### src/ut2cal_pkg.sv
// shared types, constants and helper functions for the unix time to calendar converter
`timescale 1ns / 1ps

package ut2cal_pkg;

    // sequencer phases
    typedef enum logic [2:0] {
        ST_IDLE,
        ST_SEC,
        ST_MIN,
        ST_HOUR,
        ST_WDAY,
        ST_YEAR,
        ST_MONTH,
        ST_DONE
    } state_t;

    // width of the shared subtract and compare unit
    localparam int UNIT_W = 16;

    // reciprocals for exact division by constants, quotient = (x * recip) >> shift
    localparam logic [31:0] RECIP_60 = 32'h8888_8889;  // shift 37, exact for any 32-bit x
    localparam logic [31:0] RECIP_24 = 32'hAAAA_AAAB;  // shift 36, exact for any 32-bit x
    localparam logic [31:0] RECIP_7  = 32'h9249_2493;  // shift 34, exact for any x below 2^31

    // divisors, only the low remainder bits are formed
    localparam logic [5:0] DIV_SEC  = 6'd60;
    localparam logic [5:0] DIV_MIN  = 6'd60;
    localparam logic [5:0] DIV_HOUR = 6'd24;
    localparam logic [5:0] DIV_WDAY = 6'd7;

    // epoch start and the matching position inside the 100 and 400 year cycles
    localparam logic [11:0] EPOCH_YEAR  = 12'd1970;
    localparam logic [6:0]  EPOCH_Y100  = 7'd70;
    localparam logic [8:0]  EPOCH_Y400  = 9'd370;
    localparam logic [6:0]  LAST_Y100   = 7'd99;
    localparam logic [8:0]  LAST_Y400   = 9'd399;

    localparam logic [UNIT_W-1:0] LEAP_YEAR_LEN   = 16'd366;
    localparam logic [UNIT_W-1:0] COMMON_YEAR_LEN = 16'd365;

    localparam logic [3:0] MONTH_FEB = 4'd1;
    localparam logic [3:0] MONTH_DEC = 4'd11;

    // month length by zero-based month index, february lengthened in leap years
    function automatic logic [UNIT_W-1:0] month_len(input logic [3:0] idx, input logic leap);
        logic [4:0] len;
        begin
            case (idx)
                4'd0:      len = 5'd31;
                MONTH_FEB: len = leap ? 5'd29 : 5'd28;
                4'd2:      len = 5'd31;
                4'd3:      len = 5'd30;
                4'd4:      len = 5'd31;
                4'd5:      len = 5'd30;
                4'd6:      len = 5'd31;
                4'd7:      len = 5'd31;
                4'd8:      len = 5'd30;
                4'd9:      len = 5'd31;
                4'd10:     len = 5'd30;
                default:   len = 5'd31;
            endcase
            return {11'd0, len};
        end
    endfunction

    // day count mod 7 to weekday, day zero was a thursday, monday is 1
    function automatic logic [2:0] weekday_of(input logic [2:0] r);
        logic [2:0] wd;
        begin
            case (r)
                3'd0:    wd = 3'd4;
                3'd1:    wd = 3'd5;
                3'd2:    wd = 3'd6;
                3'd3:    wd = 3'd7;
                3'd4:    wd = 3'd1;
                3'd5:    wd = 3'd2;
                default: wd = 3'd3;
            endcase
            return wd;
        end
    endfunction

endpackage

### src/unix_time_to_calendar.sv
// top level: sequential unix seconds to gregorian calendar converter
//
// usage: an input transfer on in_valid/in_ready carries epoch_seconds, an unsigned
// count of seconds since 1970-01-01 00:00:00. One result transfer on
// out_valid/out_ready follows, carrying year, month, day, hour, minute, second
// and weekday (1 monday .. 7 sunday).
// A shared 32x32 multiplier splits off seconds, minutes, hours and the weekday
// by reciprocal multiplication, each division in two steps (quotient, then
// remainder). A shared 16-bit subtract and compare unit then strips whole
// years until a borrow, and whole months until a borrow or december,
// december absorbing the rest.
// The year search dominates the conversion time.
// in_ready is high only while idle, so one item is in flight at a time.
// If the receiver stalls, the result stays registered and stable on the
// outputs until taken; the next item can be accepted in the cycle after that.
// rst_n (asynchronous, active low) aborts any conversion and returns to idle.
`timescale 1ns / 1ps

module unix_time_to_calendar
    import ut2cal_pkg::*;
(
    input  logic        clk,
    input  logic        rst_n,
    input  logic        in_valid,
    output logic        in_ready,
    input  logic [31:0] epoch_seconds,
    output logic        out_valid,
    input  logic        out_ready,
    output logic [11:0] year_out,
    output logic [3:0]  month_out,
    output logic [4:0]  day_out,
    output logic [4:0]  hour_out,
    output logic [5:0]  minute_out,
    output logic [5:0]  second_out,
    output logic [2:0]  weekday_out
);

    state_t state_reg, state_next;

    logic [31:0] num_reg, num_next;
    logic [31:0] quo_reg, quo_next;
    logic        phase_reg, phase_next;
    logic [15:0] days_reg, days_next;
    logic [11:0] year_reg, year_next;
    logic [6:0]  y100_reg, y100_next;
    logic [8:0]  y400_reg, y400_next;
    logic [3:0]  mon_reg, mon_next;
    logic [5:0]  sec_reg, sec_next;
    logic [5:0]  min_reg, min_next;
    logic [4:0]  hour_reg, hour_next;
    logic [2:0]  wday_reg, wday_next;

    // shared subtract and compare unit
    logic [UNIT_W-1:0] unit_a, unit_b;
    logic [UNIT_W:0]   unit_diff;
    logic              unit_borrow;

    // shared reciprocal multiplier
    logic [31:0] mul_b;
    logic [63:0] mul_prod;
    logic [31:0] quo_calc;

    // remainder from dividend and registered quotient, low bits only
    logic [5:0] div_lo;
    logic [5:0] rem_prod;
    logic [5:0] rem_calc;

    logic       leap;

    assign unit_diff   = {1'b0, unit_a} - {1'b0, unit_b};
    assign unit_borrow = unit_diff[UNIT_W];

    assign mul_prod = 64'(num_reg) * 64'(mul_b);
    assign rem_prod = quo_reg[5:0] * div_lo;
    assign rem_calc = num_reg[5:0] - rem_prod;

    // full gregorian leap rule from the running year position counters
    assign leap = ((year_reg[1:0] == 2'd0) && (y100_reg != 7'd0)) || (y400_reg == 9'd0);

    // unit operand selection
    always_comb
    begin
        unit_a = '0;
        unit_b = '0;
        mul_b  = '0;
        div_lo = '0;
        unique case (state_reg)
            ST_SEC:
            begin
                mul_b  = RECIP_60;
                div_lo = DIV_SEC;
            end
            ST_MIN:
            begin
                mul_b  = RECIP_60;
                div_lo = DIV_MIN;
            end
            ST_HOUR:
            begin
                mul_b  = RECIP_24;
                div_lo = DIV_HOUR;
            end
            ST_WDAY:
            begin
                mul_b  = RECIP_7;
                div_lo = DIV_WDAY;
            end
            ST_YEAR:
            begin
                unit_a = days_reg;
                unit_b = leap ? LEAP_YEAR_LEN : COMMON_YEAR_LEN;
            end
            ST_MONTH:
            begin
                unit_a = days_reg;
                unit_b = month_len(mon_reg, leap);
            end
            default:
            begin
                unit_a = '0;
                unit_b = '0;
            end
        endcase
    end

    // quotient from the high product bits
    always_comb
    begin
        quo_calc = '0;
        unique case (state_reg)
            ST_SEC:  quo_calc = {5'd0, mul_prod[63:37]};
            ST_MIN:  quo_calc = {5'd0, mul_prod[63:37]};
            ST_HOUR: quo_calc = {4'd0, mul_prod[63:36]};
            ST_WDAY: quo_calc = {2'd0, mul_prod[63:34]};
            default: quo_calc = '0;
        endcase
    end

    // next state
    always_comb
    begin
        state_next = state_reg;
        unique case (state_reg)
            ST_IDLE:  if (in_valid) state_next = ST_SEC;
            ST_SEC:   if (phase_reg) state_next = ST_MIN;
            ST_MIN:   if (phase_reg) state_next = ST_HOUR;
            ST_HOUR:  if (phase_reg) state_next = ST_WDAY;
            ST_WDAY:  if (phase_reg) state_next = ST_YEAR;
            ST_YEAR:  if (unit_borrow) state_next = ST_MONTH;
            ST_MONTH: if (unit_borrow || (mon_reg == MONTH_DEC)) state_next = ST_DONE;
            ST_DONE:  if (out_ready) state_next = ST_IDLE;
            default:  state_next = ST_IDLE;
        endcase
    end

    // datapath next values
    always_comb
    begin
        num_next   = num_reg;
        quo_next   = quo_reg;
        phase_next = phase_reg;
        days_next  = days_reg;
        year_next  = year_reg;
        y100_next  = y100_reg;
        y400_next  = y400_reg;
        mon_next   = mon_reg;
        sec_next   = sec_reg;
        min_next   = min_reg;
        hour_next  = hour_reg;
        wday_next  = wday_reg;

        unique case (state_reg)
            ST_IDLE:
            begin
                num_next   = epoch_seconds;
                phase_next = 1'b0;
            end
            ST_SEC:
            begin
                // quotient first, then remainder and the quotient becomes the dividend
                phase_next = ~phase_reg;
                if (!phase_reg)
                begin
                    quo_next = quo_calc;
                end
                else
                begin
                    sec_next = rem_calc;
                    num_next = quo_reg;
                end
            end
            ST_MIN:
            begin
                phase_next = ~phase_reg;
                if (!phase_reg)
                begin
                    quo_next = quo_calc;
                end
                else
                begin
                    min_next = rem_calc;
                    num_next = quo_reg;
                end
            end
            ST_HOUR:
            begin
                phase_next = ~phase_reg;
                if (!phase_reg)
                begin
                    quo_next = quo_calc;
                end
                else
                begin
                    hour_next = rem_calc[4:0];
                    days_next = quo_reg[15:0];
                    num_next  = quo_reg;
                end
            end
            ST_WDAY:
            begin
                phase_next = ~phase_reg;
                if (!phase_reg)
                begin
                    quo_next = quo_calc;
                end
                else
                begin
                    wday_next = weekday_of(rem_calc[2:0]);
                    year_next = EPOCH_YEAR;
                    y100_next = EPOCH_Y100;
                    y400_next = EPOCH_Y400;
                end
            end
            ST_YEAR:
            begin
                // strip whole years
                if (unit_borrow)
                begin
                    mon_next = '0;
                end
                else
                begin
                    days_next = unit_diff[15:0];
                    year_next = year_reg + 12'd1;
                    y100_next = (y100_reg == LAST_Y100) ? 7'd0 : y100_reg + 7'd1;
                    y400_next = (y400_reg == LAST_Y400) ? 9'd0 : y400_reg + 9'd1;
                end
            end
            ST_MONTH:
            begin
                // strip whole months, december absorbs the rest
                if (!unit_borrow && (mon_reg != MONTH_DEC))
                begin
                    days_next = unit_diff[15:0];
                    mon_next  = mon_reg + 4'd1;
                end
            end
            default:
            begin
            end
        endcase
    end

    // control state
    always_ff @(posedge clk or negedge rst_n)
    begin
        if (!rst_n)
        begin
            state_reg <= ST_IDLE;
        end
        else
        begin
            state_reg <= state_next;
        end
    end

    // datapath registers
    always_ff @(posedge clk)
    begin
        num_reg   <= num_next;
        quo_reg   <= quo_next;
        phase_reg <= phase_next;
        days_reg  <= days_next;
        year_reg  <= year_next;
        y100_reg  <= y100_next;
        y400_reg  <= y400_next;
        mon_reg   <= mon_next;
        sec_reg   <= sec_next;
        min_reg   <= min_next;
        hour_reg  <= hour_next;
        wday_reg  <= wday_next;
    end

    // handshake and result outputs
    assign in_ready    = (state_reg == ST_IDLE);
    assign out_valid   = (state_reg == ST_DONE);
    assign year_out    = year_reg;
    assign month_out   = mon_reg + 4'd1;
    assign day_out     = days_reg[4:0] + 5'd1;
    assign hour_out    = hour_reg;
    assign minute_out  = min_reg;
    assign second_out  = sec_reg;
    assign weekday_out = wday_reg;

endmodule
### config.mk
export PLATFORM = sky130hd
export DESIGN_NAME = unix_time_to_calendar
export DESIGN_NICKNAME = d
export VERILOG_FILES = /design/src/ut2cal_pkg.sv /design/src/unix_time_to_calendar.sv
export SDC_FILE = /design/constraint.sdc
export NUM_CORES = 2
export LEC_CHECK = 0
export BUFFER_PORTS_ARGS = -buffer_cell sky130_fd_sc_hd__buf_2
export CORE_MARGIN = 4
export CORE_UTILIZATION = 70
export CTS_CLUSTER_SIZE = 14
export DETAILED_ROUTE_END_ITERATION = 6
export HOLD_SLACK_MARGIN = 0.02
export PLACE_DENSITY = 0.93
export SLEW_MARGIN = 20
export SYNTH_ARGS = -nofsm -noshare
export SYNTH_HDL_FRONTEND = slang
export SYNTH_SLANG_ARGS = --single-unit
export TNS_END_PERCENT = 30
### constraint.sdc
create_clock -name clk -period 15.6 [get_ports clk]
set_input_delay 1.56 -clock clk [delete_from_list [all_inputs] [get_ports clk]]
set_output_delay 1.56 -clock clk [all_outputs]
set_load 0.03 [all_outputs]
==> implementation parameters <==
Parameter                              Value

Floorplanning
  Height of the die    212 um
  Effective utilization at floorplan    0.712
  Number of standard-cell rows in the floorplan    74
  Number of ports placed on the die boundary    79
  Die width    212 um
  Area of the die    0.0451 mm^2
  Core region area    0.0410 mm^2

Global routing
  Total Routing Usage GR    0.432
  Largest net degree at the start of global routing    42
  Vias in the first global route    24,600
  Initial antenna violation count    0
  Remaining global-route overflow    0
  Global-route wire length before repair    144,000 um

STA
  Min cycle time layout    10.41 ns
  Final hold violation count    0
  Count of pins over their slew limit    0
  Max-slew headroom at the worst pin    0.303
  F_max    0.0960 GHz
  Share of the cycle needed by the critical path after routing    0.667
  Setup violations, final    0
  Worst Clk Skew    0.00972 ns
  Setup repair after global routing missed its margin    false
  Hold slack final    0.555 ns
  Setup TNS Final    0 ns
  Setup slack of the critical path after layout    5.19 ns
  Worst Max-Slew Pin Slew    1.04 ns

Drt
  Avg WL per Cell    26.2 um
  Wire length on met3    8810 um
  Wire length on met2    44,400 um
  Final WL    94,800 um
  Met1 Wirelength    32,400 um
  Violation count after the first detailed-routing iteration    2,893
  Post-route ant nets    0
  TritonRoute pass-1 iters    7
  Top routing layer used    met4
  Via density    6.33
  Vias post-DR    22,900
  DRC violations left    42

Setup path
  Buf/Inv on CP    3
  Crit Path Class    reg2reg
  Required time at the endpoint of the critical path    15.90 ns
  Most used cell, CP    sky130_fd_sc_hd__fa_1
  Kind of cell with the highest combined delay on the critical path    adder cells
  Sort of element at the end of the critical path    register
  Delay of the slowest critical-path stage    0.87 ns
  Max Fanout on Critical Path    29
  Kind of start point of the critical path    register
  Arrival time at the worst endpoint    10.71 ns
  Slowest-stage cell, CP    sky130_fd_sc_hd__dfrtp_1

Yosys
  Flip-flop and latch count after synthesis    134
  Cell accounting for the most synthesized area    sky130_fd_sc_hd__fa_1
  Syn Area/Cell    9.80 um^2
  Count leader, synth    sky130_fd_sc_hd__inv_1
  Fraction of registers with async set/reset    0.0224
  Share of the synthesized area in the top cell type    0.360
  Syn Inst Count    2,983
  Top cells by count, synth    sky130_fd_sc_hd__inv_1, sky130_fd_sc_hd__fa_1, sky130_fd_sc_hd__ha_1
  Most common flop cell mapped by yosys    sky130_fd_sc_hd__edfxtp_1
  Library cells used by synthesis    76
  Number of enable-type register cells in the synthesized netlist    131
  Leading post-synthesis cells by cell area    sky130_fd_sc_hd__fa_1, sky130_fd_sc_hd__ha_1, sky130_fd_sc_hd__edfxtp_1, sky130_fd_sc_hd__inv_1, sky130_fd_sc_hd__nand2_1
  Post-Syn Area    0.0292 mm^2
  Portion of the post-synthesis area used by sequential elements    0.137
  Warning count from the yosys run    0

Layout
  Nets    4,017
  Max FFs per register    32
  Layout filler cell count    2,843
  Ratio of cells with drive above 1 in the final layout    0.0667
  Area Growth Syn to Fin    5.93%
  Final core utilization    0.755
  Antenna Cells    0

Place
  Routability-driven placement congestion ratio    1.10
  Total half-perimeter wirelength after legalization and detailed placement    81,400 um
  Buffers added on ports    78
  DP Worst Slack    5.57 ns

Outcome
  Violated checks    DRC
  Status    finished, violations left

Hold path
  Hold Crit Class    reg2reg

Clock tree
  Clock root buffer    sky130_fd_sc_hd__clkbuf_16
  Reg clk slew, reported paths    0.07 ns
  Number of sinks on the clock net    134
  Maximum level of the CTS H-tree    4
  CTS buffer count    17
  Count of hold buffers inserted by post-cts repair    0
  Gates resized, CTS repair    0
  Clock latency on the worst-skew pair    0.45 ns
  CTS tree    built
  Setup Fix Bufs, Post-CTS    0
  Clock Path Buffers    2

Flow run
  Max Cap Viol    0
## cells in the final DEF, fill, tap and decap left out, drive strengths merged, types with 6 or more instances in the layout
cell type  instances
a211oi             8
a21o              53
a21oi            101
a22oi             17
a31o               9
a31oi             18
and2              64
and3              42
buf               92
clkbuf            17
clkinv             6
conb              75
edfxtp           131
fa               526
ha               378
inv              670
mux2              30
nand2            253
nand2b            14
nand3             44
nand4             29
nor2             110
nor2b             11
nor3              21
o211ai             7
o21ai             94
o21bai            12
o221ai             6
o22ai             10
or2               21
xnor2             83
xor2              63
## worst paths after layout
check / startpoint / endpoint / slack [ns] / depth (start not counted)
worst max-delay path: state_reg[0]$_DFFE_PN0P_ / quo_reg[20]$_DFFE_PP_ / 5.19 / 28
worst min-delay path: quo_reg[17]$_DFFE_PP_ / num_reg[17]$_DFFE_PP_ / 0.55 / 1
worst max register to register: state_reg[0]$_DFFE_PN0P_ / quo_reg[20]$_DFFE_PP_ / 5.19 / 28
worst min register to register: quo_reg[17]$_DFFE_PP_ / num_reg[17]$_DFFE_PP_ / 0.55 / 1
max in group asynchronous: rst_n / state_reg[2]$_DFFE_PN0P_ / 14.59 / 1
min in group asynchronous: rst_n / state_reg[0]$_DFFE_PN0P_ / 0.90 / 1
## cell families (layout without fill, tap and decap cells)
| group | count (synthesis) | in the layout | synth area share |
|---|---|---|---|
| AOI/OAI and AO/OA | 384 | 384 | 0.0854 |
| xor gates and xnor gates | 146 | 146 | 0.0440 |
| adders and majority gates | 904 | 904 | 0.522 |
| buffers and inverters | 753 | 787 | 0.0972 |
| DFF | 134 | 134 | 0.137 |
| muxes | 32 | 32 | 0.0122 |
| other | 2 | 75 | 0.000257 |
| and+or+nand+nor | 628 | 628 | 0.101 |
## per-layer routing
layer,up-vias,global-route usage
li1,9650,-
met1,11200,0.518
met2,1639,0.710
met3,455,0.0767
met4,0,0.308
met5,-,0
## through the flow
stage                     cell area (um^2)  std cells
final                                31000       3622
after global routing                 31000       3622
after CTS                            30900       3622
after detailed placement             30300       3590
after global placement               30300       3590
after floorplan                      29500       3056
## layout make-up
type | count | area (um^2) | area share
Sequential cell | 134 | 4010 | 0.130
Clock buffer | 17 | 425 | 0.0137
Clock inverter | 15 | 179 | 0.00578
Timing Repair Buffer | 92 | 495 | 0.0160
Inverter | 663 | 2490 | 0.0804
Multi-Input combinational cell | 2169 | 22700 | 0.733
Tap cell | 532 | 666 | 0.0215
Power is left out: the tool's default activity adds up to more than one toggle a clock period on the data nets, which glitch-free logic cannot reach.
